<file path="config.mk">
export PLATFORM = sky130hd
export DESIGN_NAME = quaternion_smoothing_filter_unit
export DESIGN_NICKNAME = d
export VERILOG_FILES = /design/src/qsf_pkg.sv /design/src/quaternion_smoothing_filter_unit.sv /design/src/qsf_front.sv /design/src/qsf_back.sv
export SDC_FILE = /design/constraint.sdc
export NUM_CORES = 2
export LEC_CHECK = 0
export ABC_AREA = 1
export BUFFER_PORTS_ARGS = -buffer_cell sky130_fd_sc_hd__buf_4
export CAP_MARGIN = 20
export CORE_MARGIN = 2
export CORE_UTILIZATION = 30
export DETAILED_ROUTE_END_ITERATION = 6
export PLACE_DENSITY = 0.47
export SLEW_MARGIN = 20
export SYNTH_ARGS = -nofsm -noshare
export SYNTH_HDL_FRONTEND = slang
export SYNTH_SLANG_ARGS = --single-unit
export TNS_END_PERCENT = 1
</file>
<file path="constraint.sdc">
create_clock -name aclk -period 8.4 [get_ports aclk]
set_input_delay 1.26 -clock aclk [delete_from_list [all_inputs] [get_ports aclk]]
set_output_delay 1.26 -clock aclk [all_outputs]
set_load 0.01 [all_outputs]
</file>
<file path="src/qsf_pkg.sv">
package qsf_pkg;

    localparam int CompWidth = 16;
    localparam int FracBits = 14;
    localparam int AlphaWidth = 16;
    localparam int FloorWidth = 31;
    localparam int SeqWidth = 32;
    localparam int SumWidth = 2 * CompWidth + 2;
    localparam int RootWidth = SumWidth / 2;
    localparam int QuotWidth = CompWidth + FracBits;
    localparam int QueueDepth = 2;

    localparam logic [AlphaWidth-1:0] AlphaReset = AlphaWidth'(58982);
    localparam logic [FloorWidth-1:0] FloorReset = FloorWidth'(1000);

    typedef enum logic [0:0] {
        REG_ALPHA = 1'b0,
        REG_FLOOR = 1'b1
    } reg_index_t;

    typedef struct packed {
        logic signed [CompWidth-1:0] w;
        logic signed [CompWidth-1:0] x;
        logic signed [CompWidth-1:0] y;
        logic signed [CompWidth-1:0] z;
    } quat_t;

    typedef enum logic [2:0] {
        ST_IDLE,
        ST_BLEND,
        ST_SQUARE,
        ST_SQRT,
        ST_DIV,
        ST_OUT
    } back_state_t;

endpackage

</file>
<file path="src/quaternion_smoothing_filter_unit.sv">
// Quaternion smoothing filter. Each transfer on the s_ side carries a Q1.14
// quaternion and a signed sequence counter; samples whose counter is neither
// above the last kept one nor below counter_floor are dropped with no result.
// A kept sample is blended with the previous output using alpha (Q0.16),
// normalized with a bit-serial square root and four bit-serial divides, and
// delivered on the m_ side. In the back end a kept sample is taken from the
// queue, blended and squared lane by lane over its four components, put
// through 17 root steps and 4 divides (each a load and 30 quotient bits),
// and placed in the output register, which waits while the previous result
// has not been taken. A two-entry queue lets the input side keep accepting.
module quaternion_smoothing_filter_unit (
    input  logic        aclk,
    input  logic        aresetn,
    input  logic        s_tvalid,
    output logic        s_tready,
    input  logic [95:0] s_tdata,  // in_w, in_x, in_y, in_z, seq_counter
    output logic        m_tvalid,
    input  logic        m_tready,
    output logic [63:0] m_tdata,  // out_w, out_x, out_y, out_z
    input  logic        cfg_we,
    input  logic        cfg_index,
    input  logic [30:0] cfg_data
);
    import qsf_pkg::*;

    logic [AlphaWidth-1:0] alpha_reg;
    logic [FloorWidth-1:0] floor_reg;
    logic  q_valid, q_ready;
    quat_t s_quat, q_quat, m_quat;

    always_ff @(posedge aclk) begin
        if (!aresetn) begin
            alpha_reg <= AlphaReset;
            floor_reg <= FloorReset;
        end else if (cfg_we) begin
            unique case (reg_index_t'(cfg_index))
                REG_ALPHA: alpha_reg <= cfg_data[AlphaWidth-1:0];
                REG_FLOOR: floor_reg <= cfg_data;
                default: ;
            endcase
        end
    end

    assign s_quat = '{w: s_tdata[15:0], x: s_tdata[31:16],
                      y: s_tdata[47:32], z: s_tdata[63:48]};
    assign m_tdata = {m_quat.z, m_quat.y, m_quat.x, m_quat.w};

    qsf_front u_front (
        .aclk, .aresetn, .s_tvalid, .s_tready, .s_quat,
        .s_seq(s_tdata[95:64]), .counter_floor(floor_reg),
        .q_valid, .q_ready, .q_quat
    );

    qsf_back u_back (
        .aclk, .aresetn, .q_valid, .q_ready, .q_quat,
        .alpha(alpha_reg), .m_tvalid, .m_tready, .m_quat
    );
endmodule

</file>
<file path="src/qsf_front.sv">
module qsf_front (
    input  logic                            aclk,
    input  logic                            aresetn,
    input  logic                            s_tvalid,
    output logic                            s_tready,
    input  qsf_pkg::quat_t                  s_quat,
    input  logic [qsf_pkg::SeqWidth-1:0]    s_seq,
    input  logic [qsf_pkg::FloorWidth-1:0]  counter_floor,
    output logic                            q_valid,
    input  logic                            q_ready,
    output qsf_pkg::quat_t                  q_quat
);
    import qsf_pkg::*;

    logic signed [SeqWidth-1:0] last_counter_reg, last_counter_next;
    quat_t                      mem_reg [QueueDepth];
    logic                       wr_ptr_reg, rd_ptr_reg;
    logic [1:0]                 count_reg;
    logic                       keep, push, pop;

    // Signed compare against the last kept counter; the floor compare is
    // done on the signed value against a nonnegative floor.
    always_comb begin
        keep = ($signed(s_seq) > last_counter_reg) ||
               ($signed(s_seq) < $signed({1'b0, counter_floor}));
        last_counter_next = last_counter_reg;
        if (s_tvalid && s_tready && keep) begin
            last_counter_next = $signed(s_seq);
        end
    end

    assign s_tready = (count_reg != 2'(QueueDepth));
    assign push     = s_tvalid && s_tready && keep;
    assign q_valid  = (count_reg != 2'd0);
    assign pop      = q_valid && q_ready;
    assign q_quat   = mem_reg[rd_ptr_reg];

    always_ff @(posedge aclk) begin
        if (!aresetn) begin
            last_counter_reg <= '1;
            wr_ptr_reg       <= 1'b0;
            rd_ptr_reg       <= 1'b0;
            count_reg        <= 2'd0;
        end else begin
            last_counter_reg <= last_counter_next;
            if (push) begin
                wr_ptr_reg <= ~wr_ptr_reg;
            end
            if (pop) begin
                rd_ptr_reg <= ~rd_ptr_reg;
            end
            count_reg <= count_reg + 2'(push) - 2'(pop);
        end
    end

    always_ff @(posedge aclk) begin
        if (push) begin
            mem_reg[wr_ptr_reg] <= s_quat;
        end
    end
endmodule

</file>
<file path="src/qsf_back.sv">
module qsf_back (
    input  logic                            aclk,
    input  logic                            aresetn,
    input  logic                            q_valid,
    output logic                            q_ready,
    input  qsf_pkg::quat_t                  q_quat,
    input  logic [qsf_pkg::AlphaWidth-1:0]  alpha,
    output logic                            m_tvalid,
    input  logic                            m_tready,
    output qsf_pkg::quat_t                  m_quat
);
    import qsf_pkg::*;

    back_state_t state_reg, state_next;
    quat_t       prev_reg, new_reg, blend_reg, res_reg, out_reg;
    logic        have_prev_reg;
    logic [1:0]  lane_reg;
    logic [SumWidth-1:0]  sum_reg, rem_reg;
    logic [RootWidth-1:0] root_reg;
    logic [5:0]           bit_reg;
    logic [QuotWidth-1:0] num_reg, quot_reg;
    logic [RootWidth:0]   drem_reg;
    logic                 valid_reg;

    logic signed [CompWidth-1:0] cur_new, cur_prev, cur_blend;
    logic signed [CompWidth+AlphaWidth+2:0] mix;
    logic [CompWidth-1:0]   mag;
    logic [2*CompWidth-1:0] sq;
    logic [RootWidth:0]     dtrial;
    logic [QuotWidth-1:0]   quot_step;
    logic signed [CompWidth+FracBits:0] sres;
    logic signed [CompWidth-1:0]        sat;

    always_comb begin
        unique case (lane_reg)
            2'd0: begin cur_new = new_reg.w; cur_prev = prev_reg.w; cur_blend = blend_reg.w; end
            2'd1: begin cur_new = new_reg.x; cur_prev = prev_reg.x; cur_blend = blend_reg.x; end
            2'd2: begin cur_new = new_reg.y; cur_prev = prev_reg.y; cur_blend = blend_reg.y; end
            default: begin cur_new = new_reg.z; cur_prev = prev_reg.z; cur_blend = blend_reg.z; end
        endcase
        mix = $signed({1'b0, alpha}) * cur_new
            + ($signed({1'b0, 17'h10000}) - $signed({2'b0, alpha})) * cur_prev;
        mag = cur_blend[CompWidth-1] ? CompWidth'(-cur_blend) : CompWidth'(cur_blend);
        sq  = mag * mag;
        dtrial = {drem_reg[RootWidth-1:0], num_reg[QuotWidth-1]} - {1'b0, root_reg};
        // Quotient including the bit decided in this cycle.
        quot_step = {quot_reg[QuotWidth-2:0], ~dtrial[RootWidth]};
        sres = cur_blend[CompWidth-1] ? -$signed({1'b0, quot_step})
                                      : $signed({1'b0, quot_step});
        if (sres > $signed((CompWidth+FracBits+1)'(2**(CompWidth-1) - 1))) begin
            sat = {1'b0, {(CompWidth-1){1'b1}}};
        end else if (sres < -$signed((CompWidth+FracBits+1)'(2**(CompWidth-1)))) begin
            sat = {1'b1, {(CompWidth-1){1'b0}}};
        end else begin
            sat = CompWidth'(sres);
        end
    end

    always_comb begin
        state_next = state_reg;
        q_ready    = (state_reg == ST_IDLE);
        unique case (state_reg)
            ST_IDLE:   if (q_valid) state_next = ST_BLEND;
            ST_BLEND:  if (lane_reg == 2'd3) state_next = ST_SQUARE;
            ST_SQUARE: if (lane_reg == 2'd3) state_next = ST_SQRT;
            ST_SQRT:   if (bit_reg == 6'd0) state_next = ST_DIV;
            ST_DIV:    if (bit_reg == 6'd0 && lane_reg == 2'd3) state_next = ST_OUT;
            ST_OUT:    if (!valid_reg || m_tready) state_next = ST_IDLE;
            default:   state_next = ST_IDLE;
        endcase
    end

    assign m_tvalid = valid_reg;
    assign m_quat   = out_reg;

    always_ff @(posedge aclk) begin
        if (!aresetn) begin
            state_reg     <= ST_IDLE;
            have_prev_reg <= 1'b0;
            valid_reg     <= 1'b0;
            prev_reg      <= '0;
        end else begin
            state_reg <= state_next;
            if (state_reg == ST_OUT && (!valid_reg || m_tready)) begin
                valid_reg <= 1'b1;
            end else if (m_tready) begin
                valid_reg <= 1'b0;
            end
            unique case (state_reg)
                ST_IDLE: begin
                    lane_reg <= 2'd0;
                    new_reg  <= q_quat;
                    if (q_valid && !have_prev_reg) begin
                        prev_reg <= q_quat;
                    end
                    if (q_valid) begin
                        have_prev_reg <= 1'b1;
                    end
                end
                ST_BLEND: begin
                    unique case (lane_reg)
                        2'd0: blend_reg.w <= CompWidth'(mix >>> AlphaWidth);
                        2'd1: blend_reg.x <= CompWidth'(mix >>> AlphaWidth);
                        2'd2: blend_reg.y <= CompWidth'(mix >>> AlphaWidth);
                        default: blend_reg.z <= CompWidth'(mix >>> AlphaWidth);
                    endcase
                    lane_reg <= lane_reg + 2'd1;
                    sum_reg  <= '0;
                end
                ST_SQUARE: begin
                    sum_reg  <= sum_reg + SumWidth'(sq);
                    lane_reg <= lane_reg + 2'd1;
                    root_reg <= '0;
                    bit_reg  <= 6'(RootWidth - 1);
                    rem_reg  <= '0;
                end
                ST_SQRT: begin
                    // Remainder takes in two bits of the radicand per step.
                    if ({rem_reg[SumWidth-3:0], sum_reg[2*bit_reg+1 -: 2]} >=
                        {root_reg[RootWidth-2:0], 2'b01}) begin
                        rem_reg  <= {rem_reg[SumWidth-3:0], sum_reg[2*bit_reg+1 -: 2]}
                                  - SumWidth'({root_reg[RootWidth-2:0], 2'b01});
                        root_reg <= {root_reg[RootWidth-2:0], 1'b1};
                    end else begin
                        rem_reg  <= {rem_reg[SumWidth-3:0], sum_reg[2*bit_reg+1 -: 2]};
                        root_reg <= {root_reg[RootWidth-2:0], 1'b0};
                    end
                    if (bit_reg != 6'd0) begin
                        bit_reg <= bit_reg - 6'd1;
                    end else begin
                        bit_reg  <= 6'(QuotWidth);
                        lane_reg <= 2'd0;
                    end
                    drem_reg <= '0;
                    num_reg  <= '0;
                    quot_reg <= '0;
                end
                ST_DIV: begin
                    if (bit_reg == 6'(QuotWidth)) begin
                        num_reg  <= {mag, {FracBits{1'b0}}};
                        drem_reg <= '0;
                        quot_reg <= '0;
                        bit_reg  <= bit_reg - 6'd1;
                    end else begin
                        if (!dtrial[RootWidth]) begin
                            drem_reg <= dtrial;
                        end else begin
                            drem_reg <= {drem_reg[RootWidth-1:0], num_reg[QuotWidth-1]};
                        end
                        quot_reg <= quot_step;
                        num_reg  <= {num_reg[QuotWidth-2:0], 1'b0};
                        if (bit_reg != 6'd0) begin
                            bit_reg <= bit_reg - 6'd1;
                        end
                    end
                    if (bit_reg == 6'd0) begin
                        unique case (lane_reg)
                            2'd0: res_reg.w <= sat;
                            2'd1: res_reg.x <= sat;
                            2'd2: res_reg.y <= sat;
                            default: res_reg.z <= sat;
                        endcase
                        lane_reg <= lane_reg + 2'd1;
                        bit_reg  <= 6'(QuotWidth);
                    end
                end
                ST_OUT: begin
                    if (!valid_reg || m_tready) begin
                        if (sum_reg == '0) begin
                            out_reg  <= '{w: CompWidth'(2**FracBits), x: '0, y: '0, z: '0};
                            prev_reg <= '{w: CompWidth'(2**FracBits), x: '0, y: '0, z: '0};
                        end else begin
                            out_reg  <= res_reg;
                            prev_reg <= res_reg;
                        end
                    end
                end
                default: ;
            endcase
        end
    end
endmodule

</file>
Word level (Yosys, flattened, before mapping). Memories as Yosys holds them, arrays and structs flattened. A register that Yosys moved wholly into a read port is not among the register bits. Cells that the tools add are included.

Add/subtract/negate cells: 12. Multipliers: 3. Order comparisons: 5. Equality and inequality tests: 20. Shift-type cells: 1. Multiplexer cells: 44. Bitwise operators: 5. Reductions and logical operators: 45.

Operator list (count): two-way mux 64 bit (3); one-hot mux 16 bit (3 select lines) (3); one-hot mux 64 bit (2 select lines) (1); one-hot mux 17 bit (2 select lines) (2); one-hot mux 34 bit (2 select lines) (1); one-hot mux 32 bit (2 select lines) (1); one-hot mux 30 bit (2 select lines) (1); one-hot mux 29 bit (2 select lines) (1); two-way mux 16 bit (3); variable part select 35 x 33 -> 2 bit (1); adder 34 x 32 -> 34 bit (1); greater-or-equal comparator 34 x 18 -> 1 bit (1); logical NOT 34 bit (1); two-way mux 17 bit (2); adder 32 bit (1); > comparator 32 bit (1); < comparator 32 bit (1); multiplier 16 x 16 -> 32 bit (1); multiplier 17 x 16 -> 32 bit (1); multiplier 18 x 16 -> 32 bit (1); two-way mux 32 bit (1); subtractor 32 x 18 -> 32 bit (1); > comparator 31 x 16 -> 1 bit (second input constant) (1); < comparator 31 x 16 -> 1 bit (second input constant) (1); 45 further kinds (103).

Flip-flop bits (word level): 575. Bits in writable memories: 128. Output and inout port bits: 66. Logic and storage cells: 173. Memories kept: 1.

Memories: u_front.mem_reg (words 2, bits a word 64, rd ports 1, clocked after memory_dff 1, write ports 1, line qsf_front.sv:16) `quat_t mem_reg [QueueDepth];`.

Logic depth before layout (Yosys ltp).
Depth in word-level cells: 7. Gate-level depth with buffers: 43. Gate-level depth less buffers: 41.

By module. A second synthesis with hierarchy kept.

Cells, all modules: 6441. Area, all modules: 58406.0 um^2.

By module, submodules not included: qsf_back (instances 1, cells each 5577, area each 49048.3 um^2); qsf_front (instances 1, cells each 642, area each 7658.6 um^2); quaternion_smoothing_filter_unit (instances 1, cells each 222, area each 1699.1 um^2).

Worst setup path after synthesis. Ideal clock, no wire load.

Kind: flip-flop to flip-flop. Start: reg alpha_reg[0]. End: reg u_back.blend_reg[12] (netlist name) (data pin). Library setup time: 0.180 ns. Arrival time: 7.850 ns. Path slack: 0.370 ns. Stages on the path, launching flop included: 38. Path through: dfxtp_1 -> clkbuf_1 -> inv_1 -> clkbuf_1 -> ha_1 -> nand3_1 -> nor3_2 -> nand4_1 -> nor2_1 -> nand2_1 -> inv_1 -> nand3_1 -> nand2_1 -> nand2_1 -> inv_1 -> buf_2 -> nand2_1 -> fa_1 -> [... 2 more ...] -> fa_1 -> fa_1 -> fa_1 -> fa_1 -> fa_1 -> inv_1 -> fa_1 -> inv_1 -> ha_1 -> a21oi_1 -> o21a_1 -> o221ai_1 -> a21oi_1 -> nand2_1 -> nand2_1 -> o211ai_1 -> a21oi_1 -> xor2_1.

Cells in the longest elaborated chain, start to end: 3.

Ends and longest elaborated chain: start: declaration (line quaternion_smoothing_filter_unit.sv:26) `logic [AlphaWidth-1:0] alpha_reg;`; start signal: assignment (line quaternion_smoothing_filter_unit.sv:33) `alpha_reg <= AlphaReset;`; start signal: assignment (line quaternion_smoothing_filter_unit.sv:37) `REG_ALPHA: alpha_reg <= cfg_data[AlphaWidth-1:0];`; subtractor 17 x 16 -> 18 bit (line qsf_back.sv:42) `+ ($signed({1'b0, 17'h10000}) - $signed({2'b0, alpha})) * cur_prev;`; multiplier 18 x 16 -> 32 bit (line qsf_back.sv:42); adder 32 bit (*) (line qsf_back.sv:42); net u_back.mix[28] (line qsf_back.sv:26) `logic signed [CompWidth+AlphaWidth+2:0] mix;`; end: declaration (line qsf_back.sv:15) `quat_t prev_reg, new_reg, blend_reg, res_reg, out_reg;`.

Mark *: on every way through the listed nets, which the timed path passes. The rest lies on a longest branch. A chain may end at the register's enable or synchronous reset.

Worst setup path after layout.
Start: reg u_back.lane_reg[0]. End: reg u_back.blend_reg[44] (netlist name) (data pin).

Cells in the longest elaborated chain, start to end: 4.

Ends and longest elaborated chain: start: declaration (line qsf_back.sv:17) `logic [1:0] lane_reg;`; start signal: assignment (line qsf_back.sv:107) `lane_reg <= lane_reg + 2'd1;`; start signal: assignment (line qsf_back.sv:112) `lane_reg <= lane_reg + 2'd1;`; start signal: assignment (line qsf_back.sv:163) `lane_reg <= lane_reg + 2'd1;`; == test 2 bit, or another cell as far along (line qsf_back.sv:35) `unique case (lane_reg)`; one-hot mux 16 bit (3 select lines) (line qsf_back.sv:35); multiplier 18 x 16 -> 32 bit / multiplier 17 x 16 -> 32 bit (equally long branches) (line qsf_back.sv:42, qsf_back.sv:41); adder 32 bit (*) (line qsf_back.sv:42); net u_back.mix[28] (line qsf_back.sv:26).

Marked as above.

==> qor.csv <==
stage,metric,value,unit
synthesis,ys.warnings.count,0,
cts,cts_tree,done,
synthesis,synth.distinct_cells,62,
route,via_per_inst,4.68,
sta,skew,34.0,ps
synthesis,synthCells,6287,
layout,final_cell_mix,"inv_1 (1278), nand2_1 (1033), nor2_1 (677)",
outcome,outcome,"complete, no violations",
grt,antenna_found_initial,0,
sta,timing.slew.headroom,0.310,
die,coreArea,192000,sq um
route,routed_wl,181000,um
min_path,min_from,u_front.last_counter_reg[22],
layout,drive_above_1_share,0.140,
grt,grt_max_degree,123,
sta,finalCriticalPeriod,8110,ps
cts,clkTransAtPathRegs,70,ps
synthesis,syn_area,57900,sq um
critical_path,cp_common_cell,fa_1,
critical_path,regToRegSetupSlack,290,ps
layout,fillers,19900,
cts,ctsHoldBuffers,0,
die,dieArea,196000,sq um
cts,cts_buffers,77,
layout,layout.cells.non_filler,9293,
die,core.rowCount,161,
critical_path,worst_r2r_endpoint,u_back.blend_reg[44],
layout,final_common_cell,inv_1,
synthesis,syn-mean-instance-area,9.21,sq um
job,max_cap_viol_count,0,
critical_path,crit_type,flip-flop to flip-flop,
min_path,hold_class,flip-flop to flip-flop,
synthesis,async_flop_share,0,
route,drtAntennaViolNets,0,
layout,seq_area,19200,sq um
critical_path,worstPathArrival,8570,ps
layout,largest_register_ffs,128,
critical_path,cp_slowest_cell,fa_2,
critical_path,max_stage_delay,590,ps
route,drt-initial-drc-count,2966,
grt,globalRouteTotalUtil,0.185,
cts,clockBufferDepth,3,
sta,setup_viol,0,
layout,n_antenna_cell,0,
synthesis,ys_top_cells_by_area,"edfxtp_1 (28%), fa_1 (23%), ha_1 (9.3%)",
route,first_pass_iters,6,
synthesis,synth_top_cell_area_share,0.279,
sta,rsz0062_at_grt,true,
place,post-place-cells,9121,
place,gp_congestion,0.886,
layout,multi_input_area,33400,sq um
layout,syn_to_final_growth,17.0,%
sta,period_share,0.965,
place,hpwl,146000,um
synthesis,synth_ff_type,edfxtp_1,
min_path,holdPathStages,2,
cts,root_buffer,clkbuf_16,
critical_path,ff2ff_path_depth,28,
route,vias,43500,
synthesis,synth_top_cell_by_area,edfxtp_1,
critical_path,startpoint_type,flip-flop,
critical_path,critPathRequiredTime,8860,ps
critical_path,path_max_fanout,17,
sta,hold_viol,0,
cts,insertion_delay,690,ps
synthesis,synth_edf_count,537,
die,io_pins,199,
grt,overflow,0,
sta,tightest_slew,1040,ps
grt,grt_pass1_vias,45300,
route,drc,0,
die,initial_core_util,0.301,
critical_path,timing.rr.start,u_back.lane_reg[0],
critical_path,end_kind,flip-flop,
sta,drv_slew,0,
cts,clkSinkCount,690,
grt,grt_pass1_wl,278000,um
layout,finalNetCount,7918,
route,routedWlPerCell,19.4,um
sta,max_freq,123,MHz
place,io_buffers,198,
min_path,min_to,u_front.last_counter_reg[22],
die,die_w,443,um
synthesis,yosysSeqAreaShare,0.332,
synthesis,synth_seq_cells,690,
die,die_h,443,um
cts,htreeDepth,3,
==> kinds of logic (layout without fill, tap and decap cells) <==
group                      count (synthesis)  count (layout)  synth area share
and+or+nand+nor                         2084            2084             0.148
other                                      2              10          0.000130
AOI/OAI and AO/OA                        736             736            0.0750
DFF                                      690             690             0.332
xor gates and xnor gates                  79              79            0.0120
buffers and inverters                   1551            2023             0.103
muxes                                     64              64            0.0125
adders and majority gates               1081            1081             0.318
==> layer usage <==
metal	global-route usage	vias to the layer above	routed length [um]
met4	0.0592	0	6340
met5	0	-	0
met3	0.0201	216	7440
met1	0.243	21700	79000
li1	-	20700	-
met2	0.318	955	87700
==> worst max-delay path: cells and delay by family (launching register included) <==
kind / cells / cell delay, ps
flops: 1 / 470
buf+inv: 7 / 950
fa+ha+maj: 10 / 4550
compound gates: 6 / 1250
xor+xnor: 1 / 280
simple gates: 4 / 350
==> Yosys cell counts, types with 5 or more instances <==
master	number
and2_1	5
nor4_1	20
a21o_1	10
mux2_2	64
fa_1	653
o211ai_1	31
a21boi_0	5
a211oi_1	9
inv_2	23
buf_2	46
o21bai_1	6
xor2_1	56
nor2_1	699
nand2_2	11
o21ai_0	242
nor2_2	13
o22ai_1	14
inv_1	1302
a221oi_1	18
dfxtp_1	153
o31ai_1	5
nand3_1	187
nor2_4	8
xnor2_1	23
o21a_1	16
nand4_1	32
nor3_1	30
a22o_1	26
a31oi_1	76
buf_6	9
o21ai_1	8
edfxtp_1	537
ha_1	428
buf_1	16
nand2_1	1045
o22ai_2	9
clkbuf_1	133
a21oi_1	244
or2_2	6
nand3b_1	6
clkinv_1	18
==> worst max path at each step <==
stage                     cells past startpoint                    to                from
after global placement                       32  u_back.blend_reg[13]  u_back.lane_reg[0]
after global routing                         32  u_back.blend_reg[60]  u_back.lane_reg[1]
after CTS                                    31  u_back.blend_reg[44]  u_back.lane_reg[0]
final                                        28  u_back.blend_reg[44]  u_back.lane_reg[0]
after floorplan                              37  u_back.blend_reg[12]        alpha_reg[0]
after detailed placement                     31  u_back.blend_reg[12]  u_back.lane_reg[0]
==> metrics by stage <==
stage / instance area, sq um / hold slack (ps) / setup slack [ps] / setup TNS [ps] / util
6_report: 67700 / 453 / 293 / 0 / 0.352
4_1_cts: 66800 / 452 / 8.65 / 0 / 0.348
5_1_grt: 67700 / 476 / -71.5 / -335 / 0.352
2_1_floorplan: 57900 / 426 / 370 / 0 / -
3_3_place_gp: 64100 / 427 / -124 / -733 / 0.334
3_5_place_dp: 64100 / 439 / -166 / -2120 / 0.334
==> what timing repair did <==
item | 4_1_cts | 5_1_grt
gates cloned | 0 | 3
gates resized for setup | 10 | 166
pin swaps | 0 | 28
setup buffers | 2 | 25
setup endpoints to repair | 41 | 78
==> layout make-up <==
class	instances	area share
clock buffer	96	0.0303
clock inverter	46	0.00797
sequential	690	0.284
timing repair inverter	2	0.000203
multi-input combinational	4054	0.493
inverter	1343	0.0750
timing repair buffer	536	0.0629
tap	2526	0.0467
Power is not shown: default switching activity piles up to over one toggle a cycle in this logic, so the estimate is an artifact.
